===== config.mk =====
export PLATFORM = sky130hd
export DESIGN_NAME = plr_queue
export DESIGN_NICKNAME = d
export VERILOG_FILES = /design/src/plr_pkg.sv /design/src/plr_queue.sv
export SDC_FILE = /design/constraint.sdc
export NUM_CORES = 1
export LEC_CHECK = 0
export BUFFER_PORTS_ARGS = -buffer_cell sky130_fd_sc_hd__buf_2
export CAP_MARGIN = 20
export CORE_ASPECT_RATIO = 1.2
export CORE_MARGIN = 3
export CORE_UTILIZATION = 50
export DETAILED_ROUTE_END_ITERATION = 10
export PLACE_DENSITY = 0.86
export SLEW_MARGIN = 20
export SYNTH_ARGS = -nofsm -noshare
export SYNTH_HDL_FRONTEND = slang
export SYNTH_SLANG_ARGS = --single-unit

===== constraint.sdc =====
create_clock -name aclk -period 17.7 [get_ports aclk]
set_input_delay 3.54 -clock aclk [delete_from_list [all_inputs] [get_ports aclk]]
set_output_delay 3.54 -clock aclk [all_outputs]
set_load 0.02 [all_outputs]

===== src/plr_pkg.sv =====
// Shared types, constants and the log2 table for the price log-return block.
package plr_pkg;

    // Fixed-point format of the result and size of the log2 table
    localparam int FRAC_BITS      = 24;
    localparam int LOG_TABLE_BITS = 8;
    localparam int INTERP_BITS    = 32 - LOG_TABLE_BITS;
    localparam int ROM_SIZE       = (1 << LOG_TABLE_BITS) + 1;
    localparam int ROM_IDX_BITS   = LOG_TABLE_BITS + 1;

    // Datapath widths
    localparam int PRICE_BITS = 63;   // positive price magnitude
    localparam int EXP_BITS   = 6;    // msb position 0..62
    localparam int LOG_BITS   = 38;   // log2 in Q6.32
    localparam int MAG_BITS   = 32;   // log difference in Q.26

    // ln(2) in Q0.32
    localparam logic [31:0] LN2_Q32 = 32'd2977044472;

    // Command queue between front and back
    localparam int QUEUE_DEPTH    = 2;
    localparam int QUEUE_PTR_BITS = $clog2(QUEUE_DEPTH);
    localparam int QUEUE_CNT_BITS = $clog2(QUEUE_DEPTH + 1);

    typedef enum logic [1:0] {
        ST_COMPUTED = 2'd0,
        ST_NO_BID   = 2'd1,
        ST_NON_POS  = 2'd2,
        ST_FIRST    = 2'd3
    } status_t;

    // One classified update handed from front to back
    typedef struct packed {
        status_t                 status;
        logic [PRICE_BITS-1:0]   cur;
        logic [PRICE_BITS-1:0]   prev;
    } cmd_t;

    typedef logic [32:0] rom_word_t;
    typedef rom_word_t rom_t [ROM_SIZE];

    // log2(v) for v in [1,2] given in Q1.31, result Q0.32, by repeated squaring
    function automatic rom_word_t log2_q31(logic [63:0] v_in);
        logic [63:0] v;
        rom_word_t   y;
        v = v_in;
        y = '0;
        if (v >= 64'h1_0000_0000) begin
            return 33'h1_0000_0000;
        end
        for (int k = 1; k <= 32; k++) begin
            v = (v * v) >> 31;
            if (v >= 64'h1_0000_0000) begin
                v = v >> 1;
                y[32-k] = 1'b1;
            end
        end
        return y;
    endfunction

    function automatic rom_t build_rom();
        rom_t r;
        for (int i = 0; i < ROM_SIZE; i++) begin
            r[i] = log2_q31((64'd1 << 31) + (64'(i) << (31 - LOG_TABLE_BITS)));
        end
        return r;
    endfunction

    // Table of log2(1 + i / 2^LOG_TABLE_BITS), Q0.32, built at elaboration
    localparam rom_t LOG_ROM = build_rom();

endpackage


===== src/plr_queue.sv =====
// Short command queue decoupling the front end from the back end.
module plr_queue (
    input  logic            aclk,
    input  logic            aresetn,
    input  logic            push,
    input  plr_pkg::cmd_t   push_cmd,
    input  logic            pop,
    output logic            full,
    output logic            head_valid,
    output plr_pkg::cmd_t   head_cmd
);

    plr_pkg::cmd_t                        entry_reg [plr_pkg::QUEUE_DEPTH];
    logic [plr_pkg::QUEUE_PTR_BITS-1:0]   wr_ptr_reg;
    logic [plr_pkg::QUEUE_PTR_BITS-1:0]   rd_ptr_reg;
    logic [plr_pkg::QUEUE_CNT_BITS-1:0]   count_reg;
    logic                                 do_push;
    logic                                 do_pop;

    assign full       = (count_reg == plr_pkg::QUEUE_CNT_BITS'(plr_pkg::QUEUE_DEPTH));
    assign head_valid = (count_reg != '0);
    assign head_cmd   = entry_reg[rd_ptr_reg];
    assign do_push    = push && !full;
    assign do_pop     = pop && head_valid;

    function automatic logic [plr_pkg::QUEUE_PTR_BITS-1:0] ptr_inc(
        logic [plr_pkg::QUEUE_PTR_BITS-1:0] p);
        if (p == plr_pkg::QUEUE_PTR_BITS'(plr_pkg::QUEUE_DEPTH - 1)) begin
            return '0;
        end
        return p + 1'b1;
    endfunction

    // Entry storage
    always_ff @(posedge aclk) begin
        if (do_push) begin
            entry_reg[wr_ptr_reg] <= push_cmd;
        end
    end

    // Pointers and fill count
    always_ff @(posedge aclk) begin
        if (!aresetn) begin
            wr_ptr_reg <= '0;
            rd_ptr_reg <= '0;
            count_reg  <= '0;
        end else begin
            if (do_push) begin
                wr_ptr_reg <= ptr_inc(wr_ptr_reg);
            end
            if (do_pop) begin
                rd_ptr_reg <= ptr_inc(rd_ptr_reg);
            end
            if (do_push && !do_pop) begin
                count_reg <= count_reg + 1'b1;
            end else if (do_pop && !do_push) begin
                count_reg <= count_reg - 1'b1;
            end
        end
    end

endmodule


* Word-level counts from Yosys, hierarchy flattened
Memories as Yosys holds them, arrays and structs flattened. A register that Yosys moved wholly into a read port is not among the register bits.
Index checks and enable logic that the tools add are counted.
** Storage, ports and cells
- Word-level logic and storage cells :: 34
- RAM bits :: 256
- Input port bits :: 132
- Memories :: 1
- Flip-flop bits (word level) :: 4
- Output and inout port bits :: 130
** Memory list
- entry_reg :: words 2, bits a word 128, rd ports 1, clocked after Yosys merged registers in 1, write ports 1, RTL line plr_queue.sv:13 : plr_pkg::cmd_t entry_reg [plr_pkg::QUEUE_DEPTH];
** Operators by class
- Add/sub/neg operators :: 4
- Eq/ne operators :: 1
- Mux-type cells :: 16
- Reductions and logical operators :: 9
** Operators with widths (count)
- 1-bit 2-to-1 mux :: 14
- 1-bit logical AND :: 4
- 2-bit 2-to-1 mux :: 2
- 2-bit nonzero test :: 2
- 1-bit zero test :: 3
- 1-bit adder, second input constant :: 2
- 2-bit by 1-bit adder with 2-bit output, second input constant :: 1
- 2-bit equality test, second input constant :: 1
- 2-bit by 1-bit subtractor with 2-bit output, second input constant :: 1

* Depth between registers and ports, before layout
- Depth in word-level cells :: 7
- Gate-level depth with buffers :: 7
- Gate-level depth less buffers :: 7

* Worst setup path before layout
No wires, ideal clock.
- Kind :: input -> register
- Start :: input push
- End :: memory entry_reg[0][0] in the netlist's numbering (enable)
- Path buffers :: 0
- Stages :: 2
- Path slack :: 8.553 ns
- Library setup time :: 0.594 ns
- Data required time :: 17.106 ns
- Arrival time :: 8.554 ns
- Path through :: inv_1 nor3_2
** On the way
- Longest elaborated chain between the ends :: 3
** RTL lines
- start, declared :: RTL line plr_queue.sv:5 : input logic push,
- 1-bit logical AND :: RTL line plr_queue.sv:23 : assign do_push = push && !full;
- 1-bit 2-to-1 mux :: RTL line plr_queue.sv:36 : if (do_push) begin
- 1-bit 2-to-1 mux (not written as such) :: RTL line plr_queue.sv:37 : entry_reg[wr_ptr_reg] <= push_cmd;
- end, declared :: RTL line plr_queue.sv:13
Every way passes these cells.

==> results.md <==
* Async SR Flop Fraction at 0
* Setup TNS after final layout at 0 ns
* Max_slew headroom at 0.439
* Max cap viols at 0
* Clk buf depth at 3
* Number of global-route vias before repair at 5,325
* Max Slew Vio Count at 0
* Clock power frac at 0.288
* Worst hold path class: reg2reg
* Routed WL at 18.6 mm
* Critical path class: reg2out
* FMAX at 0.157 GHz
* Grt total ovfl at 0
* Detailed Place HPWL at 12.6 mm
* RSZ-0062 raised after global routing: no
* Yosys cell types at 21
* Pre-Repair DR Iteration Count at 4
* Startpoint types: flop
* Minimum clock period at 6.35 ns
* Wire length per cell at 19.2 um
* Gate power share at 0.258
* Largest net degree at the start of global routing at 81
* Final setup viols at 0
* Number of antenna violations at the first check in global routing at 2
* Total GRT Usage at 0.170
* Sw Share at 0.288
* Vias/cell at 5.10
* Largest register FFs at 256
* Number of synthesis warnings at 0
* Detail Route Antenna Nets at 0
* Slowest stage delay, CP at 0.89 ns
* Area Overhead vs Synth at 24.9%
* NumNets Final at 835
* Crit-path slowest cell: dfxtp_4
* Clock-pin slew on the worst setup and hold paths at 0.06 ns
* Power density over the cells at 152 nW/um^2
* H-Tree Level Count at 1
* Starting DRT DRC Count at 203
* CP Capture Type: primary output
* Part of the power in registers at 0.454
* Synth Cell Area at 9510 um^2
* Clk_lat worst skew at 0.50 ns
* Primary FF master, synth: edfxtp_1
* Main area contributors after synthesis: edfxtp_1, mux2_2, buf_6
* Top-area cell type share of the netlist area at 0.809
* Standard-cell row count at 54
* Layout cells sized above 1 at 0.599
* Leak pwr at 4.42 nW
* Hold_buf cts at 0
* Final GP Congestion at 0.764
* Sequential area share after synthesis at 0.819
* Cell Int Power at 1.28 mW
* Die area at 20,700 um^2
* Port bufs at 261
* Core ar. at 18,400 um^2
* Cts bufs inserted at 24
* Starting Density at 0.515
* Crit path arrival time at 2.81 ns
* Outcome: completed
* Clock sink count at 261
* First-pass GRT wire length at 27.6 mm
* #FFs+latches synth at 261
* Vias at 4,953
* Io pins at 262
* Post-Syn Instances at 423
* Syn Nets at 556
* EDFF count, synth at 256
* Clock root buffer: clkbuf_16
* Setup bufs post-CTS at 0
* Cell accounting for the most synthesized area: edfxtp_1
* Final period util at 0.359
* Final hold vios at 0
* CP Data Required Time at 14.16 ns
* DIE WIDTH at 132 um
* Syn Area/Cell at 22.5 um^2
* Cell Chain, Critical Path: buf_4, mux2_2, buf_2
* CP Max Fanout at 66
* Chip height at 157 um
* Tot Pwr at 1.80 mW
* Clock skew at 0.00625 ns
* NetSw at 519 uW
* Post-CTS sizing at 0
* VDD IR max at 140 uV
* Worst-Margin Slew at 0.841 ns
* DRC violations left at 0
* TritonCTS clock tree: yes
[cell families after synthesis]
family / count (synthesis) / share of synthesized area
fa+ha+maj: 1 / 0.00132
flops: 261 / 0.819
simple gates: 9 / 0.00605
buf+inv: 16 / 0.0158
xor+xnor: 3 / 0.00276
compound gates: 5 / 0.00342
mux: 128 / 0.152
[power groups by stage]
stage          Combinational, mW  Clock, mW  Sequential [mW]
6_report                   0.464      0.519            0.817
5_1_grt                    0.493      0.559            0.825
4_1_cts                    0.468      0.533            0.819
3_5_place_dp               0.464          0            0.831
3_3_place_gp               0.454          0            0.824
2_1_floorplan              0.348          0            0.815
[final timing paths]
check	depth (start not counted)	start	slack, ns	to
setup / recovery	3	flop	11.35	head_cmd[27]
hold / removal	2	count_reg[1]$_SDFFE_PN0P_	0.55	count_reg[1]$_SDFFE_PN0P_
setup reg to reg	4	count_reg[0]$_SDFFE_PN0P_	15.24	entry_reg[1][95]$_DFFE_PP_
hold reg to reg	2	count_reg[1]$_SDFFE_PN0P_	0.55	count_reg[1]$_SDFFE_PN0P_
[worst max-delay path, delay by kind of cell (launching register included)]
kind	cells	cell delay, ns
buffers and inverters	2	0.95
multiplexers	1	0.43
flip-flops	1	0.89
[area by class of cell]
cell class,instances,area [um^2]
Antenna cell,1,2.50
Clock buffer,33,656
Clock inverter,10,150
Fill cell,1272,6570
Inverter,2,7.51
Multi-Input combinational cell,146,1580
Sequential cell,261,7790
Tap cell,252,315
Timing Repair Buffer,267,1370
[metal layers]
metal | wire length (um) | track usage | part of all wire | vias to the layer above
met1 | 6450 | 0.183 | 0.35 | 2440
met3 | 1380 | 0.0470 | 0.074 | 57
met4 | 617 | 0.0695 | 0.033 | 4
met2 | 10200 | 0.317 | 0.55 | 212
met5 | 21 | 0 | 0.0011 | -
li1 | - | - | - | 2240
[cell usage in the layout, fill, tap and decap left out, drive strengths merged, types with 3 or more instances in the layout]
master,netlist,routed
dfxtp,5,5
buf,14,267
clkinv,0,5
clkbuf,0,33
edfxtp,256,256
mux2,128,128
and2,3,3
inv,2,3
bufinv,0,4
[through the flow]
| stage | hold slack, ns | cell area, um^2 | instances | utilization | setup WS, ns |
|---|---|---|---|---|---|
| final | 0.545 | 11900 | 972 | 0.644 | 11.35 |
| after global routing | 0.570 | 11900 | 971 | 0.644 | 11.16 |
| after CTS | 0.544 | 11800 | 970 | 0.642 | 11.29 |
| after detailed placement | 0.535 | 11000 | 927 | 0.598 | 11.84 |
| after global placement | 0.489 | 11000 | 927 | 0.598 | 11.89 |
| after floorplan | 0.479 | 9510 | 423 | - | 8.55 |
[synth_stat cells (all sizes together), types with 2 or more instances]
cell type and instances:
dfxtp 5, o21ai 2, buf 14, and2 3
edfxtp 256, a21boi 2, mux2 128, inv 2
xnor2 2
Power figures use the tool's default switching activity.
