### config.mk
export PLATFORM = sky130hd
export DESIGN_NAME = plr_back
export DESIGN_NICKNAME = d
export VERILOG_FILES = /design/src/plr_pkg.sv /design/src/plr_back.sv
export SDC_FILE = /design/constraint.sdc
export NUM_CORES = 1
export LEC_CHECK = 0
export BUFFER_PORTS_ARGS = -buffer_cell sky130_fd_sc_hd__buf_2
export CAP_MARGIN = 30
export CORE_AREA = 4 4 249 251
export CTS_CLUSTER_SIZE = 16
export DETAILED_ROUTE_END_ITERATION = 6
export DIE_AREA = 0 0 253 255
export GPL_TIMING_DRIVEN = 0
export PLACE_DENSITY_LB_ADDON = 0.15
export SKIP_CTS_REPAIR_TIMING = 1
export SKIP_LAST_GASP = 1
export SYNTH_ARGS = -nofsm -noshare
export SYNTH_HDL_FRONTEND = slang
export SYNTH_SLANG_ARGS = --single-unit
export TNS_END_PERCENT = 50
### constraint.sdc
create_clock -name aclk -period 7.2 [get_ports aclk]
set_clock_uncertainty 0.05 [all_clocks]
set_input_delay 0 -clock aclk [delete_from_list [all_inputs] [get_ports aclk]]
set_output_delay 0 -clock aclk [all_outputs]
set_load 0.01 [all_outputs]
### src/plr_pkg.sv
// Shared types, constants and the log2 table for the price log-return block.
package plr_pkg;

    // Fixed-point format of the result and size of the log2 table
    localparam int FRAC_BITS      = 24;
    localparam int LOG_TABLE_BITS = 8;
    localparam int INTERP_BITS    = 32 - LOG_TABLE_BITS;
    localparam int ROM_SIZE       = (1 << LOG_TABLE_BITS) + 1;
    localparam int ROM_IDX_BITS   = LOG_TABLE_BITS + 1;

    // Datapath widths
    localparam int PRICE_BITS = 63;   // positive price magnitude
    localparam int EXP_BITS   = 6;    // msb position 0..62
    localparam int LOG_BITS   = 38;   // log2 in Q6.32
    localparam int MAG_BITS   = 32;   // log difference in Q.26

    // ln(2) in Q0.32
    localparam logic [31:0] LN2_Q32 = 32'd2977044472;

    // Command queue between front and back
    localparam int QUEUE_DEPTH    = 2;
    localparam int QUEUE_PTR_BITS = $clog2(QUEUE_DEPTH);
    localparam int QUEUE_CNT_BITS = $clog2(QUEUE_DEPTH + 1);

    typedef enum logic [1:0] {
        ST_COMPUTED = 2'd0,
        ST_NO_BID   = 2'd1,
        ST_NON_POS  = 2'd2,
        ST_FIRST    = 2'd3
    } status_t;

    // One classified update handed from front to back
    typedef struct packed {
        status_t                 status;
        logic [PRICE_BITS-1:0]   cur;
        logic [PRICE_BITS-1:0]   prev;
    } cmd_t;

    typedef logic [32:0] rom_word_t;
    typedef rom_word_t rom_t [ROM_SIZE];

    // log2(v) for v in [1,2] given in Q1.31, result Q0.32, by repeated squaring
    function automatic rom_word_t log2_q31(logic [63:0] v_in);
        logic [63:0] v;
        rom_word_t   y;
        v = v_in;
        y = '0;
        if (v >= 64'h1_0000_0000) begin
            return 33'h1_0000_0000;
        end
        for (int k = 1; k <= 32; k++) begin
            v = (v * v) >> 31;
            if (v >= 64'h1_0000_0000) begin
                v = v >> 1;
                y[32-k] = 1'b1;
            end
        end
        return y;
    endfunction

    function automatic rom_t build_rom();
        rom_t r;
        for (int i = 0; i < ROM_SIZE; i++) begin
            r[i] = log2_q31((64'd1 << 31) + (64'(i) << (31 - LOG_TABLE_BITS)));
        end
        return r;
    endfunction

    // Table of log2(1 + i / 2^LOG_TABLE_BITS), Q0.32, built at elaboration
    localparam rom_t LOG_ROM = build_rom();

endpackage

### src/plr_back.sv
// Back end: runs the log difference for computed updates and holds the result.
module plr_back (
    input  logic                              aclk,
    input  logic                              aresetn,
    input  logic                              head_valid,
    input  plr_pkg::cmd_t                     head_cmd,
    output logic                              pop,
    output logic                              log_in_valid,
    output logic [plr_pkg::PRICE_BITS-1:0]    log_in_x,
    input  logic                              log_out_valid,
    input  logic [plr_pkg::LOG_BITS-1:0]      log_out,
    output logic                              out_valid,
    input  logic                              out_ready,
    output logic [31:0]                       out_return,
    output plr_pkg::status_t                  out_status
);

    localparam int RND_SHIFT = 58 - plr_pkg::FRAC_BITS;

    typedef enum logic [2:0] {
        S_IDLE,
        S_FEED_PREV,
        S_WAIT_CUR,
        S_WAIT_PREV,
        S_MUL,
        S_FINAL
    } state_t;

    state_t                               state_reg;
    logic [plr_pkg::PRICE_BITS-1:0]       prev_reg;
    logic [plr_pkg::LOG_BITS-1:0]         lc_reg;
    logic                                 neg_reg;
    logic [plr_pkg::MAG_BITS-1:0]         mag_reg;
    logic [63:0]                          prod_reg;
    logic                                 out_valid_reg;
    logic [31:0]                          out_return_reg;
    plr_pkg::status_t                     out_status_reg;

    logic                                 out_free;
    logic                                 out_load;
    logic                                 neg;
    logic [plr_pkg::LOG_BITS-1:0]         diff;
    logic [plr_pkg::LOG_BITS:0]           diff_rnd;
    logic [64:0]                          prod_rnd;
    logic [64:0]                          res;
    logic [31:0]                          res_sat;
    logic [31:0]                          ret;

    assign out_free = !out_valid_reg || out_ready;
    assign pop      = (state_reg == S_IDLE) && head_valid && out_free;

    // A new result enters the output register this cycle
    assign out_load = (pop && (head_cmd.status != plr_pkg::ST_COMPUTED))
                      || ((state_reg == S_FINAL) && out_free);

    // Feed current price, then previous price, into the log unit
    assign log_in_valid = (pop && (head_cmd.status == plr_pkg::ST_COMPUTED))
                          || (state_reg == S_FEED_PREV);
    assign log_in_x     = (state_reg == S_FEED_PREV) ? prev_reg : head_cmd.cur;

    // Log difference as sign and magnitude, rounded to Q.26
    assign neg      = lc_reg < log_out;
    assign diff     = neg ? (log_out - lc_reg) : (lc_reg - log_out);
    assign diff_rnd = {1'b0, diff} + (plr_pkg::LOG_BITS+1)'(32);

    // Round the Q.58 product to the output format and saturate
    assign prod_rnd = {1'b0, prod_reg} + (65'd1 << (RND_SHIFT - 1));
    assign res      = prod_rnd >> RND_SHIFT;
    always_comb begin
        if (neg_reg) begin
            res_sat = (res > 65'h8000_0000) ? 32'h8000_0000 : res[31:0];
            ret     = 32'd0 - res_sat;
        end else begin
            res_sat = (res > 65'h7FFF_FFFF) ? 32'h7FFF_FFFF : res[31:0];
            ret     = res_sat;
        end
    end

    // Sequencer and output register
    always_ff @(posedge aclk) begin
        if (!aresetn) begin
            state_reg     <= S_IDLE;
            out_valid_reg <= 1'b0;
        end else begin
            if (out_valid_reg && out_ready && !out_load) begin
                out_valid_reg <= 1'b0;
            end
            case (state_reg)
                S_IDLE: begin
                    if (pop) begin
                        prev_reg <= head_cmd.prev;
                        if (head_cmd.status == plr_pkg::ST_COMPUTED) begin
                            state_reg <= S_FEED_PREV;
                        end else begin
                            out_valid_reg  <= 1'b1;
                            out_return_reg <= 32'd0;
                            out_status_reg <= head_cmd.status;
                        end
                    end
                end
                S_FEED_PREV: begin
                    state_reg <= S_WAIT_CUR;
                end
                S_WAIT_CUR: begin
                    if (log_out_valid) begin
                        lc_reg    <= log_out;
                        state_reg <= S_WAIT_PREV;
                    end
                end
                S_WAIT_PREV: begin
                    neg_reg   <= neg;
                    mag_reg   <= diff_rnd[6 +: plr_pkg::MAG_BITS];
                    state_reg <= S_MUL;
                end
                S_MUL: begin
                    prod_reg  <= {32'd0, mag_reg} * {32'd0, plr_pkg::LN2_Q32};
                    state_reg <= S_FINAL;
                end
                S_FINAL: begin
                    if (out_free) begin
                        out_valid_reg  <= 1'b1;
                        out_return_reg <= ret;
                        out_status_reg <= plr_pkg::ST_COMPUTED;
                        state_reg      <= S_IDLE;
                    end
                end
                default: begin
                    state_reg <= S_IDLE;
                end
            endcase
        end
    end

    assign out_valid  = out_valid_reg;
    assign out_return = out_return_reg;
    assign out_status = out_status_reg;

`ifndef SYNTH
    // Only a computed result carries a nonzero return
    a_zero_unless_computed: assert property (@(posedge aclk) disable iff (!aresetn)
        out_valid && (out_status != plr_pkg::ST_COMPUTED) |-> out_return == 32'd0)
        else $error("nonzero return on a status-only result");

    // Previous-price log follows the current-price log in the next cycle
    a_prev_log_ready: assert property (@(posedge aclk) disable iff (!aresetn)
        state_reg == S_WAIT_PREV |-> log_out_valid)
        else $error("previous-price log missing");

    // The log unit is fed only when issuing operands
    a_feed_states: assert property (@(posedge aclk) disable iff (!aresetn)
        log_in_valid |-> (state_reg == S_IDLE || state_reg == S_FEED_PREV))
        else $error("log unit fed outside issue states");

    // A pop happens only when the output slot can take a result
    a_pop_free: assert property (@(posedge aclk) disable iff (!aresetn)
        pop |-> head_valid && (!out_valid || out_ready))
        else $error("pop without room for the result");
`endif

endmodule

# Word level (Yosys, flattened, before mapping)
# Index checks and enable logic that the tools add are counted.
[classes]
n_lt_le_gt_ge = 3
multipliers = 1
muxes = 23
n_eq_ne = 10
n_reduce_logical = 22
add_sub_neg = 5
[op_table]
columns = ["cell", "n"]
rows = [
  ["32-bit two-way mux", 5],
  ["38-bit subtractor", 2],
  ["64-bit by 34-bit adder with 65-bit output (second input constant)", 1],
  ["32-bit case mux with 2 select lines", 1],
  ["63-bit two-way mux", 1],
  ["32-bit by 29-bit multiplier with 61-bit output (second input constant)", 1],
  ["38-bit by 6-bit adder with 38-bit output (second input constant)", 1],
  ["38-bit less-than comparator", 1],
  ["38-bit two-way mux", 1],
  ["31-bit by 32-bit greater-than comparator with 1-bit output (second input constant)", 1],
  ["1-bit by 32-bit subtractor with 32-bit output (first input constant)", 1],
  ["31-bit greater-than comparator (second input constant)", 1],
  ["31-bit two-way mux", 1],
  ["3-bit case mux with 6 select lines", 1],
  ["3-bit two-way mux", 4],
  ["2-bit inequality test (second input constant)", 4],
  ["1-bit logical AND", 7],
  ["3-bit by 2-bit equality test with 1-bit output (second input constant)", 2],
  ["3-bit equality test (second input constant)", 2],
  ["2-bit two-way mux", 3],
  ["3-bit AND reduction", 2],
  ["5-bit AND reduction", 1],
  ["1-bit two-way mux", 4],
  ["2-bit case mux with 2 select lines", 1],
  ["other kinds (10)", 15],
]
[totals]
regBits = 233

# Depth between registers and ports, before layout
[depth]
depth_word = 11
mapped_depth = 27

# Worst setup path before layout
# No wires, ideal clock.
[synth_path]
path_kind = "reg-to-reg"
startpoint = "register mag_reg[16] in the netlist's numbering"
endpoint = "register prod_reg[62] (data pin)"
setup_ns = 0.264
arrival_time_ns = 7.584
path_stages_with_launch = 27
slack_ns = -0.697
cell_sequence = "edfxtp_1 > inv_1 > fa_1 > inv_1 > fa_1 > fa_1 > inv_1 > fa_1 > inv_1 > fa_1 > fa_1 > fa_1 > inv_1 > fa_1 > inv_1 > ha_1 > a21o_1 > a21o_1 > a221oi_1 > nand3_1 > o21ai_0 > o2111ai_1 > a41oi_1 > o211ai_1 > a21o_1 > a221oi_1 > xnor2_1"
[synth_via]
elab_chain_len = 1
[synth_lines]
columns = ["item", "line", "source"]
rows = [
  ["start: declaration", "plr_back.sv:33", "logic [plr_pkg::MAG_BITS-1:0] mag_reg;"],
  ["start signal: assignment", "plr_back.sv:112", "mag_reg <= diff_rnd[6 +: plr_pkg::MAG_BITS];"],
  ["32-bit by 29-bit multiplier with 61-bit output", "plr_back.sv:116", "prod_reg <= {32'd0, mag_reg} * {32'd0, plr_pkg::LN2_Q32};"],
  ["end signal: assignment", "plr_back.sv:116", ""],
  ["end: declaration", "plr_back.sv:34", "logic [63:0] prod_reg;"],
]
# No other way between the ends.
# A chain may end at the register's enable or synchronous reset.

# Final worst setup path
[layout_path]
startpoint = "register mag_reg[10] in the netlist's numbering"
endpoint = "register prod_reg[57] (data pin)"
# The elaborated chain is that of the path after synthesis.

==> flow_summary.toml <==
[status]
status = "finished, violations left"
violations = "negative setup slack"

[timing]
clock.fmax_ghz = 0.126
final.min_clock_period_ns = 7.94
finalHoldViolations = 0
hold_ws_ns = 0.106
rsz0062_at_grt = "yes"
setup_slack_ns = -0.737
setup_violations = 25
finalCritPeriodShare_pct = 110
slew_violations = 0
slew_headroom_pct = 38.5
worst_pin_slew_ns = 0.918

[floorplanning]
num_rows = 90
coreArea_mm2 = 0.0599
die_area_mm2 = 0.0645
ios = 271
die_h_um = 255
initial_core_util_pct = 49.3
die_w_um = 253

[yosys]
seq_area_frac_synth_pct = 20.5
synth_seq_cells = 203
syn_area_mm2 = 0.0295
avgSynthCellArea_um2 = 10.1
syn-num-nets = 3874
synth_edf_count = 199
yosys_most_used_dff = "edfxtp_1"
yosysWarnings = 0
yosys.area.top_type = "fa_1"
synth.distinct_cells = 94
synth.top_cell.area_share_pct = 24.5
async_flop_share_pct = 0
syn-instance-count = 2930
synthTopCellsByArea = "fa_1 (25%), edfxtp_1 (20%), ha_1 (17%), inv_1 (7.3%), xnor2_1 (2.8%)"

[clocking]
htreeDepth = 1
root_buffer = "clkbuf_16"
clock_latency_ns = 0.56
clkTransAtPathRegs_ns = 0.06
cts_sinks = 203
cts_tree = "yes"
ctsLongestPathBuffers = 3
cts_buffers = 26

[critical_path]
worstPathRequired_ns = 7.57
crit_arrival_ns = 8.31
cp_max_fo = 7
worstSetupPathType = "reg -> reg"
critPathCaptureType = "flop"
start_kind = "flop"
rrSetupSlack_ns = -0.74

[placement]
dp_hpwl_mm = 66.7
gp_congestion = 0.963
placed_area_mm2 = 0.0323
port-buffer-count = 270

[grt]
grt_max_degree = 44
overflow = 0
grt_pass1_vias = 22800
grt_pass1_wl_mm = 122
grt.total_usage_pct = 23.7
antenna_found_initial = 0

[final_layout]
multi_input_area_mm2 = 0.0217
nFillCells = 5053
syn_to_final_growth_pct = 22.5
antenna-diode-count = 0
finalInstanceArea_mm2 = 0.0362
largest_reg_flops = 63
drive_above_1_share_pct = 22.8
seqCellArea_mm2 = 0.00606
nNetsFinal = 4467

[route]
postRouteAntennaNets = 0
dr.pass1.iters = 6
route.detailed.drc = 0
drt-initial-drc-count = 1534
dr_total_vias = 23300
vias_per_cell = 5.39
wl_per_cell_um = 18.9
routed_wl_mm = 81.5

[job]
drv_cap = 0

[hold_path]
hold_class = "in -> reg"
## layout by cell type (no fill, tap or decap), drive strengths merged, types with 77 or more instances in the layout
master,instances
o21ai,99
ha,411
a21o,77
dlygate4sd3,109
nand2,124
fa,362
xnor2,96
a21oi,153
edfxtp,199
inv,560
buf,484
nor2,136
## synth_stat cells, types with 20 or more instances
| cell | number |
|---|---|
| mux2_2 | 65 |
| o21ai_0 | 96 |
| nand4_1 | 34 |
| clkbuf_1 | 49 |
| ha_1 | 411 |
| xor2_1 | 54 |
| xnor2_1 | 94 |
| a21oi_1 | 153 |
| nor2_1 | 136 |
| and2_1 | 20 |
| nor3_1 | 47 |
| nand3_1 | 62 |
| nand2_1 | 123 |
| edfxtp_1 | 199 |
| a21o_1 | 77 |
| and3_1 | 21 |
| fa_1 | 362 |
| inv_1 | 575 |
## worst max-delay path, stage by stage (launching register included)
cell	delay, ns
edfxtp_1	0.59
clkinvlp_4	0.29
buf_6	0.18
fa_2	0.46
buf_4	0.15
fa_1	0.49
inv_1	0.07
ha_4	0.25
fa_1	0.60
fa_1	0.48
fa_1	0.53
fa_1	0.54
inv_1	0.05
fa_1	0.50
inv_1	0.06
ha_4	0.29
nand3_2	0.07
nor2_1	0.11
o21ai_1	0.09
o211ai_1	0.33
nand2_2	0.15
o31ai_4	0.38
a21oi_4	0.14
o31ai_4	0.30
a21oi_2	0.10
or4b_4	0.49
nand3_2	0.08
## layout make-up
| class | instances | area share, % |
|---|---|---|
| plain buffers | 71 | 0.958 |
| clock buffers | 27 | 1.81 |
| clock inverters | 20 | 0.695 |
| inverters | 577 | 6.21 |
| multi-input cells | 2076 | 60.0 |
| flip-flops and latches | 203 | 16.7 |
| well taps | 782 | 2.70 |
| repair buffers | 568 | 10.8 |
## kinds of logic (layout without fill, tap and decap cells)
| family | count (synthesis) | after routing | share of synthesized area, % |
|---|---|---|---|
| buffers and inverters | 651 | 1263 | 8.52 |
| AND/OR/NAND/NOR | 559 | 559 | 9.94 |
| XOR/XNOR | 151 | 151 | 4.57 |
| adder cells (fa/ha/maj) | 773 | 773 | 41.9 |
| AO/OA/AOI/OAI | 507 | 507 | 11.3 |
| multiplexers | 86 | 86 | 3.25 |
| flip-flops | 203 | 203 | 20.5 |
## stage by stage
stage          TNS, ns  setup WS (ns)  util [%]  std cells
2_1_floorplan   -0.212         -0.114         -       2930
3_3_place_gp    -22.72          -1.29      53.6       3982
3_5_place_dp    -24.59          -1.32      53.8       3992
4_1_cts         -24.88          -1.33      55.4       4039
5_1_grt         -15.42         -0.903      60.4       4324
6_report         -9.68         -0.737      60.4       4324
## metal layers
layer	global-route usage [%]	share of wire (%)	routed length, um
met5	0	0	0
met4	5.85	2.9	2340
met3	2.88	5.0	4070
met2	41.6	50	40500
met1	31.6	42	34600
## final timing paths
path	from	endpoint	cells past startpoint
worst max register to register	mag_reg[10]$_DFFE_PP_	prod_reg[57]$_DFFE_PP_	26
worst max-delay path	mag_reg[10]$_DFFE_PP_	prod_reg[57]$_DFFE_PP_	26
worst min register to register	prod_reg[44]$_DFFE_PP_	out_return[10]$_SDFFCE_PP0P_	2
worst min-delay path	head_cmd[53]	prev_reg[53]$_DFFE_PP_	2
Power is left out: the tool's default activity adds up to more than one toggle a clock period on the data nets, which glitch-free logic cannot reach.
