## src/plr_pkg.sv

```systemverilog
// Shared types, constants and the log2 table for the price log-return block.
package plr_pkg;

    // Fixed-point format of the result and size of the log2 table
    localparam int FRAC_BITS      = 24;
    localparam int LOG_TABLE_BITS = 8;
    localparam int INTERP_BITS    = 32 - LOG_TABLE_BITS;
    localparam int ROM_SIZE       = (1 << LOG_TABLE_BITS) + 1;
    localparam int ROM_IDX_BITS   = LOG_TABLE_BITS + 1;

    // Datapath widths
    localparam int PRICE_BITS = 63;   // positive price magnitude
    localparam int EXP_BITS   = 6;    // msb position 0..62
    localparam int LOG_BITS   = 38;   // log2 in Q6.32
    localparam int MAG_BITS   = 32;   // log difference in Q.26

    // ln(2) in Q0.32
    localparam logic [31:0] LN2_Q32 = 32'd2977044472;

    // Command queue between front and back
    localparam int QUEUE_DEPTH    = 2;
    localparam int QUEUE_PTR_BITS = $clog2(QUEUE_DEPTH);
    localparam int QUEUE_CNT_BITS = $clog2(QUEUE_DEPTH + 1);

    typedef enum logic [1:0] {
        ST_COMPUTED = 2'd0,
        ST_NO_BID   = 2'd1,
        ST_NON_POS  = 2'd2,
        ST_FIRST    = 2'd3
    } status_t;

    // One classified update handed from front to back
    typedef struct packed {
        status_t                 status;
        logic [PRICE_BITS-1:0]   cur;
        logic [PRICE_BITS-1:0]   prev;
    } cmd_t;

    typedef logic [32:0] rom_word_t;
    typedef rom_word_t rom_t [ROM_SIZE];

    // log2(v) for v in [1,2] given in Q1.31, result Q0.32, by repeated squaring
    function automatic rom_word_t log2_q31(logic [63:0] v_in);
        logic [63:0] v;
        rom_word_t   y;
        v = v_in;
        y = '0;
        if (v >= 64'h1_0000_0000) begin
            return 33'h1_0000_0000;
        end
        for (int k = 1; k <= 32; k++) begin
            v = (v * v) >> 31;
            if (v >= 64'h1_0000_0000) begin
                v = v >> 1;
                y[32-k] = 1'b1;
            end
        end
        return y;
    endfunction

    function automatic rom_t build_rom();
        rom_t r;
        for (int i = 0; i < ROM_SIZE; i++) begin
            r[i] = log2_q31((64'd1 << 31) + (64'(i) << (31 - LOG_TABLE_BITS)));
        end
        return r;
    endfunction

    // Table of log2(1 + i / 2^LOG_TABLE_BITS), Q0.32, built at elaboration
    localparam rom_t LOG_ROM = build_rom();

endpackage

```

## src/plr_front.sv

```systemverilog
// Front end: accepts bid updates, classifies them and tracks the stored price.
module plr_front (
    input  logic            aclk,
    input  logic            aresetn,
    input  logic            in_valid,
    input  logic            in_present,
    input  logic [63:0]     in_price,
    input  logic            queue_full,
    output logic            in_ready,
    output logic            push_valid,
    output plr_pkg::cmd_t   push_cmd
);

    logic                            have_prev_reg;
    logic [plr_pkg::PRICE_BITS-1:0]  prev_price_reg;
    logic                            accept;
    logic                            price_ok;

    assign in_ready   = !queue_full;
    assign accept     = in_valid && !queue_full;
    assign push_valid = accept;
    assign price_ok   = !in_price[63] && (in_price != 64'd0);

    // Classify the transaction
    always_comb begin
        push_cmd.cur  = in_price[plr_pkg::PRICE_BITS-1:0];
        push_cmd.prev = prev_price_reg;
        if (!in_present) begin
            push_cmd.status = plr_pkg::ST_NO_BID;
        end else if (!price_ok) begin
            push_cmd.status = plr_pkg::ST_NON_POS;
        end else if (!have_prev_reg) begin
            push_cmd.status = plr_pkg::ST_FIRST;
        end else begin
            push_cmd.status = plr_pkg::ST_COMPUTED;
        end
    end

    // Stored price follows every accepted positive bid
    always_ff @(posedge aclk) begin
        if (!aresetn) begin
            have_prev_reg  <= 1'b0;
            prev_price_reg <= '0;
        end else if (accept && in_present && price_ok) begin
            have_prev_reg  <= 1'b1;
            prev_price_reg <= in_price[plr_pkg::PRICE_BITS-1:0];
        end
    end

endmodule

```

## config.mk

```make
export PLATFORM = sky130hd
export DESIGN_NAME = plr_front
export DESIGN_NICKNAME = d
export VERILOG_FILES = /design/src/plr_pkg.sv /design/src/plr_front.sv
export SDC_FILE = /design/constraint.sdc
export NUM_CORES = 1
export LEC_CHECK = 0
export BUFFER_PORTS_ARGS = -buffer_cell sky130_fd_sc_hd__buf_4
export CORE_MARGIN = 1.5
export CORE_UTILIZATION = 39
export DETAILED_ROUTE_END_ITERATION = 8
export PLACE_DENSITY = 0.77
export SYNTH_ARGS = -nofsm -noshare
export SYNTH_HDL_FRONTEND = slang
export SYNTH_SLANG_ARGS = --single-unit
```

## constraint.sdc

```tcl
create_clock -name aclk -period 1.7 [get_ports aclk]
set_input_delay 0.34 -clock aclk [delete_from_list [all_inputs] [get_ports aclk]]
set_output_delay 0.34 -clock aclk [all_outputs]
set_load 0.03 [all_outputs]
```

Word level (Yosys, flattened, before mapping). Cells that the tools add are included.

Logic and storage cells: 12. Output and inout port bits: 130. Register bits after elaboration: 64.

Reduce and logical (&&, ||, !) cells: 7. Multiplexer cells: 3.

Operator list (number): 64-bit nonzero test (1); 2-bit 2-to-1 mux (3); 1-bit logical AND (4); 1-bit zero test (2).

Depth between registers and ports, before layout. Gate-level depths: netlist (run 1).

Word-level depth: 4. Mapped depth: 6. Gate-level depth less buffers: 5.

Least setup slack after synthesis (run 1). Ideal clock, no wire load.

Path type: in2out. Start: input port in_price[42]. End: output port push_cmd[126] (netlist name). Setup slack: -180 ps. Path buffers: 0. Stages on the path: 4. Data required time: 1360 ps. Arrival time: 1540 ps. Path through: nor4_1 -> nand4_1 -> o41ai_2 -> o21ai_0.

RTL lines: from (decl) (RTL line plr_front.sv:7) `input logic [63:0] in_price,`; to (decl) (RTL line plr_front.sv:11) `output plr_pkg::cmd_t push_cmd`.

==> metrics.txt, run 1 <==
# TYPE chip_impl_metric gauge
chip_impl_metric{name="starting_density_of_the_core",unit=""} 0.406
chip_impl_info{name="min_path_type",value="in -> reg"} 1
chip_impl_metric{name="cts_max_level",unit=""} 3
chip_impl_metric{name="fp.dieH",unit="um"} 93.1
chip_impl_metric{name="die_width",unit="um"} 93.1
chip_impl_metric{name="maxCapViolations",unit=""} 0
chip_impl_metric{name="max-vdd-ir-drop",unit="mV"} 0.390
chip_impl_metric{name="clock_path_buffers",unit=""} 2
chip_impl_metric{name="max_clock_freq",unit="GHz"} 0.487
chip_impl_metric{name="post_synthesis_cell_area",unit="um^2"} 3170
chip_impl_info{name="ys.flop_type",value="dfxtp_1"} 1
chip_impl_metric{name="largest_register_ff_count",unit=""} 63
chip_impl_metric{name="port-buffer-count",unit=""} 198
chip_impl_metric{name="worst_slew_pin_slew",unit="ps"} 291
chip_impl_metric{name="asyncSetResetFlopFracSynth",unit=""} 0
chip_impl_metric{name="dpl_cell_area",unit="um^2"} 4890
chip_impl_metric{name="layout_worst_path_cycle_share",unit=""} 1.21
chip_impl_metric{name="first_global_vias",unit=""} 3251
chip_impl_metric{name="layout_setup_ws",unit="ps"} -354
chip_impl_metric{name="synth_cell_type_count",unit=""} 14
chip_impl_metric{name="report.final.hold_viol_count",unit=""} 0
chip_impl_metric{name="hpwlAfterDp",unit="um"} 7250
chip_impl_info{name="timing.critical_path.to_type",value="output pin"} 1
chip_impl_metric{name="detail_route.first_pass.iterations",unit=""} 4
chip_impl_metric{name="grtUsageTotal",unit=""} 0.231
chip_impl_metric{name="drt_wl_total",unit="um"} 10200
chip_impl_metric{name="instance_count_of_the_mapped_netlist",unit=""} 366
chip_impl_metric{name="final.min_clock_period",unit="ps"} 2050
chip_impl_metric{name="place_ws",unit="ps"} -589
chip_impl_metric{name="synth-seq-cells",unit=""} 64
chip_impl_metric{name="multi_input_area",unit="um^2"} 1500
chip_impl_metric{name="clock_sinks",unit=""} 64
chip_impl_metric{name="finish.cell_count_without_fillers",unit=""} 686
chip_impl_metric{name="dp.cells",unit=""} 660
chip_impl_metric{name="postLayoutCoreUtil",unit=""} 0.703
chip_impl_metric{name="postSynthNetCount",unit=""} 435
chip_impl_metric{name="overflow",unit=""} 0
chip_impl_metric{name="cp_data_required_time",unit="ps"} 1360
chip_impl_metric{name="antenna_found_initial",unit=""} 0
chip_impl_metric{name="ios",unit=""} 199
chip_impl_info{name="worstSetupStartpointType",value="input port"} 1
chip_impl_metric{name="timing.critical_path.fanout_max",unit=""} 3
chip_impl_info{name="globalRoute.busiestLayer",value="met2"} 1
chip_impl_metric{name="fin_worst_hold_slack",unit="ps"} 292
chip_impl_metric{name="seqCellArea",unit="um^2"} 1280
chip_impl_metric{name="setup-violations-final",unit=""} 66
chip_impl_metric{name="drc_errors",unit=""} 0
chip_impl_metric{name="floorplan.die_area",unit="um^2"} 8670
chip_impl_metric{name="initialDrtViolationCount",unit=""} 77
chip_impl_metric{name="wire_length_of_the_first_global_routing_pass",unit="um"} 15400
chip_impl_metric{name="core_area",unit="um^2"} 7810
chip_impl_metric{name="accumulated_negative_setup_slack",unit="ps"} -6860
chip_impl_metric{name="synthesis.area_per_instance",unit="um^2"} 8.65
chip_impl_info{name="critical_path_class",value="in -> out"} 1
chip_impl_metric{name="p_total",unit="mW"} 3.86
chip_impl_metric{name="yosysWarningCount",unit=""} 0
chip_impl_metric{name="clk-insertion-delay-late",unit="ps"} 320
chip_impl_metric{name="clk_pin_slew",unit="ps"} 70
chip_impl_metric{name="synthToLayoutAreaGrowth",unit="%"} 73.2
chip_impl_metric{name="finClkSkew",unit="ps"} 0
chip_impl_info{name="rsz0062_at_grt",value="true"} 1
chip_impl_metric{name="design.final.nets",unit=""} 648
chip_impl_info{name="cts_root_buffer",value="clkbuf_8"} 1
chip_impl_metric{name="detail_route.wl_per_cell",unit="um"} 14.9
chip_impl_metric{name="viasPerCell",unit=""} 4.66
chip_impl_metric{name="synth_edf_count",unit=""} 0
chip_impl_metric{name="fill_cells",unit=""} 612
chip_impl_metric{name="placementRows",unit=""} 32
chip_impl_metric{name="gp_routability_congestion",unit=""} 0.769
chip_impl_metric{name="tritoncts.num_buffers",unit=""} 9
chip_impl_metric{name="maxSlewHeadroom",unit=""} 0.805
chip_impl_metric{name="postRouteAntennaNets",unit=""} 0
chip_impl_metric{name="gr-usage-met1",unit=""} 0.247
chip_impl_metric{name="p_per_area",unit="nW/um^2"} 703
chip_impl_metric{name="post-route-cell-area",unit="um^2"} 5490
chip_impl_metric{name="layout-drive-gt1-share",unit=""} 0.546
chip_impl_metric{name="synth.yosys.seq_area_share",unit=""} 0.405
chip_impl_metric{name="met3_global_route_usage",unit=""} 0.0585
chip_impl_metric{name="arrival",unit="ps"} 1710
chip_impl_metric{name="final-max-slew-violation-count",unit=""} 0
chip_impl_metric{name="largest_net_degree_at_the_start_of_global_routing",unit=""} 48
chip_impl_metric{name="use_met2",unit=""} 0.425
chip_impl_info{name="failing_checks",value="setup timing"} 1
chip_impl_info{name="status",value="finished with violations"} 1
chip_impl_metric{name="leakagePower",unit="nW"} 2.52
chip_impl_info{name="tritoncts",value="built"} 1
chip_impl_metric{name="route.vias.total",unit=""} 3198
chip_impl_metric{name="insertedDiodeCount",unit=""} 0
cell type report:
class / instances / area share
clock buffer: 13 / 0.0290
clock inverter: 3 / 0.00730
inverter: 3 / 0.00205
multi-input combinational: 217 / 0.274
sequential: 64 / 0.234
tap: 102 / 0.0233
timing repair buffer: 284 / 0.431
critical path, stage by stage:
cell and delay (ps):
buf_6 100, nor4_4 250, buf_4 150, nand4_1 150, o41ai_4 400, o21a_2 190, buf_6 130
synthesized netlist by cell type, drive strengths merged, types with 2 or more instances:
master,n,share of area
nand2,127,0.15
buf,69,0.17
dfxtp,64,0.40
mux2i,63,0.20
nor4,16,0.032
clkbuf,14,0.017
nand4,4,0.0079
inv,3,0.0036
o21a,2,0.0047
final timing paths:
kind,start,slack (ps),cells after the start,to
setup reg to reg,prev_price_reg[31],1000,2,prev_price_reg[31]
hold / removal,in_price[1],290,3,prev_price_reg[1]
hold reg to reg,prev_price_reg[17],460,2,prev_price_reg[17]
setup / recovery,in_price[60],-350,7,push_cmd[127]
power breakdown:
part           internal, mW  total [mW]  switching [mW]
Combinational         0.455       0.983           0.527
Sequential             1.53        1.55          0.0183
Clock                 0.755        1.32           0.567
per-layer routing:
| metal | wire [um] | vias to the layer above |
|---|---|---|
| met4 | 226 | 0 |
| met1 | 3960 | 1485 |
| met3 | 650 | 19 |
| li1 | - | 1566 |
| met5 | 0 | - |
| met2 | 5380 | 128 |
kinds of logic (layout without fill, tap and decap cells):
family,count (synthesis),after routing,share of synthesized area
AND/OR/NAND/NOR,149,150,0.194
multiplexers,63,63,0.199
buffers and inverters,86,303,0.191
AO/OA/AOI/OAI,4,4,0.0115
flip-flops,64,64,0.405
placed cells by master, fill, tap and decap left out:
cell and n:
buf_12 9, buf_16 3, buf_4 258, buf_6 12, buf_8 2, bufinv_16 1
clkbuf_1 2, clkbuf_8 11, clkinv_2 2, dfxtp_1 64, inv_1 3, mux2i_1 60
mux2i_2 3, nand2_1 127, nand4_1 4, nor2_4 2, nor2b_2 1, nor4_1 3
nor4_2 2, nor4_4 11, o21a_1 1, o21a_2 1, o21ai_1 1, o41ai_4 1
what timing repair did:
item | 4_1_cts | 5_1_grt
setup endpoints to repair | 66 | 66
hold buffers | 0 | 0
hold endpoints to repair | 0 | 0
resized for setup | 32 | 11
gates cloned | 7 | 0
pin swaps | 8 | 8
setup buffers | 5 | 3
Power figures use the tool's default switching activity.
==> run 2, diff against run 1 <==
Settings changed: CELL_PAD_IN_SITES_DETAIL_PLACEMENT set to 0, CELL_PAD_IN_SITES_GLOBAL_PLACEMENT set to 1, CORE_UTILIZATION 39 to 27.
==> run 2 against run 1 <==
  * The run still ends with setup timing left
  * Combinational power shrank 1%
  * Worst hold slack better by 7.4 ps
  * Via count fell by 0.78%
  * Power up 14%
  * Sequential cell count is the same
  * Cell area is 1.8% higher
  * Clock power up 42%
  * Critical path type unchanged
  * Largest cell class unchanged
==> metrics.txt, run 2 (synthesis results as in run 1) <==
# TYPE chip_impl_metric gauge
chip_impl_info{name="path_cells",value="buf_8 > nor4_4 > nand4_1 > o41ai_4 > o21a_2 > buf_6"} 1
chip_impl_info{name="layout_common_cells",value="buf_4, nand2_1, dfxtp_1"} 1
chip_impl_metric{name="clock_path_buffers",unit=""} 2
chip_impl_metric{name="p_int",unit="mW"} 3.13
chip_impl_metric{name="clkPwrFrac",unit=""} 0.426
chip_impl_metric{name="layout_setup_ws",unit="ps"} -456
chip_impl_metric{name="antenna_found_initial",unit=""} 0
chip_impl_metric{name="fill_cells",unit=""} 1083
chip_impl_metric{name="critical_path.max_stage_delay",unit="ps"} 460
chip_impl_metric{name="port-buffer-count",unit=""} 198
chip_impl_metric{name="switching_share",unit=""} 0.289
chip_impl_metric{name="power.switching",unit="mW"} 1.27
chip_impl_metric{name="insertedDiodeCount",unit=""} 0
chip_impl_info{name="worstSetupStartpointType",value="input port"} 1
chip_impl_metric{name="placementRows",unit=""} 39
chip_impl_metric{name="design.final.nets",unit=""} 645
chip_impl_metric{name="post_cts_hold_buffer_count",unit=""} 0
chip_impl_info{name="timing.critical_path.to_type",value="output pin"} 1
chip_impl_metric{name="worst_slew_pin_slew",unit="ps"} 478
chip_impl_metric{name="max_clock_freq",unit="GHz"} 0.464
chip_impl_metric{name="multi_input_area",unit="um^2"} 1500
chip_impl_metric{name="timing.critical_path.fanout_max",unit=""} 3
chip_impl_metric{name="dpl_cell_area",unit="um^2"} 4910
chip_impl_info{name="cts_root_buffer",value="clkbuf_16"} 1
chip_impl_metric{name="clk_pin_slew",unit="ps"} 60
chip_impl_metric{name="clk-insertion-delay-late",unit="ps"} 320
chip_impl_metric{name="tritoncts.num_buffers",unit=""} 9
chip_impl_metric{name="seqCellArea",unit="um^2"} 1280
chip_impl_metric{name="die_width",unit="um"} 111
chip_impl_metric{name="floorplan.die_area",unit="um^2"} 12400
chip_impl_metric{name="report.final.hold_viol_count",unit=""} 0
chip_impl_metric{name="leakagePower",unit="nW"} 2.53
chip_impl_info{name="mostFrequentLayoutCell",value="buf_4"} 1
chip_impl_metric{name="first_global_vias",unit=""} 3150
chip_impl_metric{name="route.vias.total",unit=""} 3173
chip_impl_metric{name="drt_wl_total",unit="um"} 10800
chip_impl_metric{name="grtUsageTotal",unit=""} 0.167
chip_impl_metric{name="postRouteAntennaNets",unit=""} 0
chip_impl_metric{name="p_per_area",unit="nW/um^2"} 788
chip_impl_metric{name="postLayoutCoreUtil",unit=""} 0.489
chip_impl_metric{name="layout-drive-gt1-share",unit=""} 0.547
chip_impl_info{name="min_path_type",value="in -> reg"} 1
chip_impl_metric{name="post-route-cell-area",unit="um^2"} 5580
chip_impl_metric{name="cp_data_required_time",unit="ps"} 1360
chip_impl_info{name="cp_top_family",value="compound AO/OA/AOI/OAI gates"} 1
chip_impl_metric{name="drc_errors",unit=""} 0
chip_impl_metric{name="core_area",unit="um^2"} 11400
chip_impl_metric{name="detail_route.first_pass.iterations",unit=""} 4
chip_impl_metric{name="max-vdd-ir-drop",unit="mV"} 0.518
chip_impl_metric{name="largest_register_ff_count",unit=""} 63
chip_impl_info{name="critical_path_class",value="in -> out"} 1
chip_impl_info{name="critical_path.slowest_cell",value="o41ai_4"} 1
chip_impl_metric{name="detail_route.wl_per_cell",unit="um"} 14.9
chip_impl_metric{name="gp_routability_congestion",unit=""} 0.778
chip_impl_metric{name="layout_worst_path_cycle_share",unit=""} 1.27
chip_impl_metric{name="fp.dieH",unit="um"} 111
chip_impl_metric{name="initialDrtViolationCount",unit=""} 91
chip_impl_metric{name="critPathBufInv",unit=""} 2
chip_impl_metric{name="hpwlAfterDp",unit="um"} 7620
chip_impl_metric{name="share_seq_of_total_power",unit=""} 0.353
chip_impl_metric{name="fin_worst_hold_slack",unit="ps"} 299
chip_impl_metric{name="maxSlewHeadroom",unit=""} 0.682
chip_impl_metric{name="ios",unit=""} 199
chip_impl_metric{name="arrival",unit="ps"} 1820
chip_impl_metric{name="final.min_clock_period",unit="ps"} 2160
chip_impl_metric{name="overflow",unit=""} 0
chip_impl_metric{name="setup-violations-final",unit=""} 66
chip_impl_metric{name="finClkSkew",unit="ps"} 0
chip_impl_metric{name="cts_max_level",unit=""} 3
chip_impl_info{name="rsz0062_at_grt",value="true"} 1
chip_impl_metric{name="synthToLayoutAreaGrowth",unit="%"} 76.3
chip_impl_metric{name="maxCapViolations",unit=""} 0
chip_impl_metric{name="largest_net_degree_at_the_start_of_global_routing",unit=""} 79
chip_impl_metric{name="clock_sinks",unit=""} 64
chip_impl_info{name="status",value="finished with violations"} 1
chip_impl_metric{name="p_total",unit="mW"} 4.40
chip_impl_metric{name="accumulated_negative_setup_slack",unit="ps"} -11040
chip_impl_info{name="failing_checks",value="setup timing"} 1
chip_impl_metric{name="power.combinational.fraction",unit=""} 0.221
chip_impl_info{name="tritoncts",value="built"} 1
chip_impl_metric{name="starting_density_of_the_core",unit=""} 0.277
chip_impl_metric{name="wire_length_of_the_first_global_routing_pass",unit="um"} 16400
chip_impl_metric{name="final-max-slew-violation-count",unit=""} 0
chip_impl_metric{name="viasPerCell",unit=""} 4.38
[run 2: changes by cell type in the layout (fill, tap and decap cells not counted), moves of 4 or more]
cell       change
clkbuf_16     +12
clkbuf_8      -11
buf_12         -4
buf_6          -4
[run 2: metal layers]
metal	part of all wire	track usage	routed length, um
met5	0	0	0
met2	0.52	0.306	5600
met3	0.057	0.0399	612
met1	0.41	0.191	4430
met4	0.017	0.0549	179
[run 2: repair_timing]
action	CTS	global route
setup endpoints to repair	66	66
resized for setup	32	14
setup buffers	6	0
gates cloned	9	0
pin swaps	5	8
[run 2: cell type report]
cell class	instances	area share
inverters	3	0.00202
multi-input cells	217	0.268
clock buffers	9	0.0403
well taps	143	0.0320
repair buffers	281	0.414
flip-flops and latches	64	0.229
clock inverters	7	0.0141
[run 2: per-stage QoR]
stage | setup slack [ps] | instances
floorplan | -114 | 366
global placement | -687 | 699
detailed placement | -718 | 699
CTS | -490 | 729
global route | -499 | 724
finish | -456 | 724
[run 2: power by group through the flow]
| stage | Combinational (mW) | Clock (mW) | Sequential [mW] |
|---|---|---|---|
| after global routing | 1.02 | 2.01 | 1.56 |
| after CTS | 0.979 | 1.92 | 1.55 |
| after detailed placement | 0.900 | 0 | 1.58 |
| final | 0.971 | 1.88 | 1.55 |
| after floorplan | 0.438 | 0 | 1.65 |
| after global placement | 0.892 | 0 | 1.58 |
[run 2: tightest hold or removal path: stages]
cell	delay, ps
buf_4	130
nand2_1	50
mux2i_1	50
[run 2: worst paths after layout]
check	start	endpoint	slack [ps]	cells after the start
setup / recovery	in_price[47]	push_cmd[127]	-460	6
hold / removal	in_price[26]	prev_price_reg[26]	300	3
setup reg to reg	prev_price_reg[22]	prev_price_reg[22]	1080	2
hold reg to reg	prev_price_reg[57]	prev_price_reg[57]	460	2
==> run 3, diff against run 2 <==
Settings changed: CORE_ASPECT_RATIO set to 0.8.
==> run 3 against run 2 <==
  * The flow still finishes with violations (setup timing)
  * Clock-buffer cell count grew 3
  * Fmax grew 1.5%
  * Clock skew is the same
  * Worst hold slack gained 34 ps
  * Worst setup slack gained 32 ps
  * Via count grew 0.66%
  * Critical path type unchanged
  * Highest routed layer unchanged
==> metrics.txt, run 3 (synthesis results as in run 1) <==
# TYPE chip_impl_metric gauge
chip_impl_metric{name="ios",unit=""} 199
chip_impl_metric{name="insertedDiodeCount",unit=""} 0
chip_impl_metric{name="clk_pin_slew",unit="ps"} 50
chip_impl_metric{name="post_cts_hold_buffer_count",unit=""} 0
chip_impl_info{name="path_cells",value="buf_4 > nor4_4 > buf_4 > nand4_1 > o41ai_4 > o21a_2 > buf_6"} 1
chip_impl_info{name="failing_checks",value="setup timing"} 1
chip_impl_metric{name="max-vdd-ir-drop",unit="mV"} 0.402
chip_impl_metric{name="critPathBufInv",unit=""} 3
chip_impl_metric{name="tritoncts.num_buffers",unit=""} 9
chip_impl_metric{name="largest_net_degree_at_the_start_of_global_routing",unit=""} 53
chip_impl_metric{name="drc_errors",unit=""} 0
chip_impl_metric{name="detail_route.first_pass.iterations",unit=""} 4
chip_impl_metric{name="final.min_clock_period",unit="ps"} 2120
chip_impl_metric{name="accumulated_negative_setup_slack",unit="ps"} -13360
chip_impl_metric{name="gp_routability_congestion",unit=""} 0.745
chip_impl_info{name="critical-path-top-cell-by-count",value="buf_4"} 1
chip_impl_metric{name="cts_max_level",unit=""} 3
chip_impl_metric{name="core_area",unit="um^2"} 11500
chip_impl_metric{name="reg2regPathDepth",unit=""} 2
chip_impl_metric{name="holdPathStages",unit=""} 3
chip_impl_metric{name="die_width",unit="um"} 124
chip_impl_metric{name="worstSetupPathDepth",unit=""} 7
chip_impl_info{name="tritoncts",value="built"} 1
chip_impl_metric{name="maxCapViolations",unit=""} 0
chip_impl_metric{name="leakagePower",unit="nW"} 2.57
chip_impl_metric{name="power.combinational.fraction",unit=""} 0.226
chip_impl_metric{name="report.final.hold_viol_count",unit=""} 0
chip_impl_metric{name="wire_length_of_the_first_global_routing_pass",unit="um"} 15900
chip_impl_info{name="timing.rr.start",value="prev_price_reg[52]"} 1
chip_impl_metric{name="fill_cells",unit=""} 1123
chip_impl_info{name="worstSetupStartpointType",value="input port"} 1
chip_impl_metric{name="clock_path_buffers",unit=""} 2
chip_impl_metric{name="power.switching",unit="mW"} 1.16
chip_impl_metric{name="detail_route.wl_per_cell",unit="um"} 14.2
chip_impl_metric{name="worst_slew_pin_slew",unit="ps"} 404
chip_impl_info{name="rsz0062_at_grt",value="true"} 1
chip_impl_metric{name="timing.critical_path.fanout_max",unit=""} 3
chip_impl_metric{name="starting_density_of_the_core",unit=""} 0.276
chip_impl_metric{name="clk-insertion-delay-late",unit="ps"} 320
chip_impl_info{name="layout_common_cells",value="buf_4, nand2_1, dfxtp_1"} 1
chip_impl_metric{name="drt_wl_total",unit="um"} 10500
chip_impl_metric{name="design.final.nets",unit=""} 654
chip_impl_info{name="cts_root_buffer",value="clkbuf_16"} 1
chip_impl_metric{name="initialDrtViolationCount",unit=""} 116
chip_impl_metric{name="arrival",unit="ps"} 1780
chip_impl_metric{name="seqCellArea",unit="um^2"} 1280
chip_impl_info{name="mostFrequentLayoutCell",value="buf_4"} 1
chip_impl_metric{name="viasPerCell",unit=""} 4.33
chip_impl_metric{name="p_int",unit="mW"} 3.12
chip_impl_metric{name="p_per_area",unit="nW/um^2"} 763
chip_impl_metric{name="antenna_found_initial",unit=""} 0
chip_impl_metric{name="postLayoutCoreUtil",unit=""} 0.489
chip_impl_info{name="critical_path_class",value="in -> out"} 1
chip_impl_metric{name="clock_sinks",unit=""} 64
chip_impl_info{name="critical_path.slowest_cell",value="o41ai_4"} 1
chip_impl_metric{name="placementRows",unit=""} 35
chip_impl_metric{name="maxSlewHeadroom",unit=""} 0.730
chip_impl_info{name="holdCritStartpoint",value="aresetn"} 1
chip_impl_metric{name="p_total",unit="mW"} 4.28
chip_impl_metric{name="postRouteAntennaNets",unit=""} 0
chip_impl_metric{name="layout_worst_path_cycle_share",unit=""} 1.25
chip_impl_metric{name="layout-drive-gt1-share",unit=""} 0.544
chip_impl_info{name="status",value="finished with violations"} 1
chip_impl_metric{name="switching_share",unit=""} 0.272
chip_impl_metric{name="largest_register_ff_count",unit=""} 63
chip_impl_metric{name="grtUsageTotal",unit=""} 0.167
chip_impl_metric{name="final-max-slew-violation-count",unit=""} 0
chip_impl_metric{name="route.vias.total",unit=""} 3194
chip_impl_metric{name="multi_input_area",unit="um^2"} 1440
chip_impl_info{name="timing.critical_path.to_type",value="output pin"} 1
chip_impl_metric{name="share_seq_of_total_power",unit=""} 0.363
chip_impl_metric{name="hpwlAfterDp",unit="um"} 7600
chip_impl_metric{name="finClkSkew",unit="ps"} 0
chip_impl_metric{name="floorplan.die_area",unit="um^2"} 12400
chip_impl_info{name="cp_top_family",value="compound AO/OA/AOI/OAI gates"} 1
chip_impl_metric{name="critical_path.max_stage_delay",unit="ps"} 410
chip_impl_info{name="min_path_type",value="in -> reg"} 1
chip_impl_metric{name="clkPwrFrac",unit=""} 0.411
chip_impl_metric{name="setup-violations-final",unit=""} 66
chip_impl_metric{name="cp_data_required_time",unit="ps"} 1360
chip_impl_metric{name="max_clock_freq",unit="GHz"} 0.471
chip_impl_metric{name="overflow",unit=""} 0
chip_impl_info{name="critPathLaunch",value="in_price[32]"} 1
chip_impl_metric{name="first_global_vias",unit=""} 3091
chip_impl_metric{name="synthToLayoutAreaGrowth",unit="%"} 77.2
chip_impl_metric{name="port-buffer-count",unit=""} 198
chip_impl_metric{name="fp.dieH",unit="um"} 99.9
chip_impl_metric{name="layout_setup_ws",unit="ps"} -425
[run 3: changes by cell type in the layout (fill, tap and decap cells not counted), moves of 3 or more]
cell / delta
clkbuf_1: +3
clkinvlp_4: -3
buf_6: -4
nor4_4: -4
inv_6: -3
buf_4: +8
clkbuf_16: -3
buf_12: +8
nor4_1: +3
clkinv_2: +3
[run 3: path summary, 6_finish.rpt]
kind | end | slack [ps]
max | push_cmd[127] | -420
min | prev_price_reg[21] | 330
max reg2reg | prev_price_reg[52] | 1090
min reg2reg | prev_price_reg[39] | 460
[run 3: repair_timing]
action                     CTS  global route
cloned                      10             0
pin swaps                    5             7
buffers inserted             7             6
gates resized for setup     18            12
setup endpoints to repair   66            66
[run 3: layout make-up]
class,count,area share
timing repair buffer,290,0.429
multi-input combinational,217,0.257
inverter,3,0.00201
clock buffer,12,0.0421
sequential,64,0.228
tap,148,0.0330
clock inverter,4,0.00802
[run 3: power groups by stage]
stage	Combinational, mW	Clock [mW]	Sequential [mW]
floorplan	0.438	0	1.65
global placement	0.903	0	1.58
detailed placement	0.910	0	1.58
CTS	0.978	1.83	1.55
global route	1.03	1.90	1.56
finish	0.968	1.76	1.55
[run 3: worst reg2reg max path, stage by stage, from the launching register on]
cell	delay, ps
dfxtp_1	330
nand2_1	60
mux2i_2	140
[run 3: metrics by stage]
stage | cell area (um^2) | hold slack (ps) | instances | worst slack [ps]
3_5_place_dp | 4970 | 450 | 708 | -684
3_3_place_gp | 4970 | 443 | 708 | -673
5_1_grt | 5610 | 330 | 738 | -517
2_1_floorplan | 3240 | 463 | 366 | -114
6_report | 5610 | 334 | 738 | -425
4_1_cts | 5670 | 317 | 741 | -559
[run 3: layer usage]
metal,wire length [um],GRT usage
met2,5210,0.281
met4,165,0.0507
met1,4470,0.203
met3,654,0.0506
met5,0,0
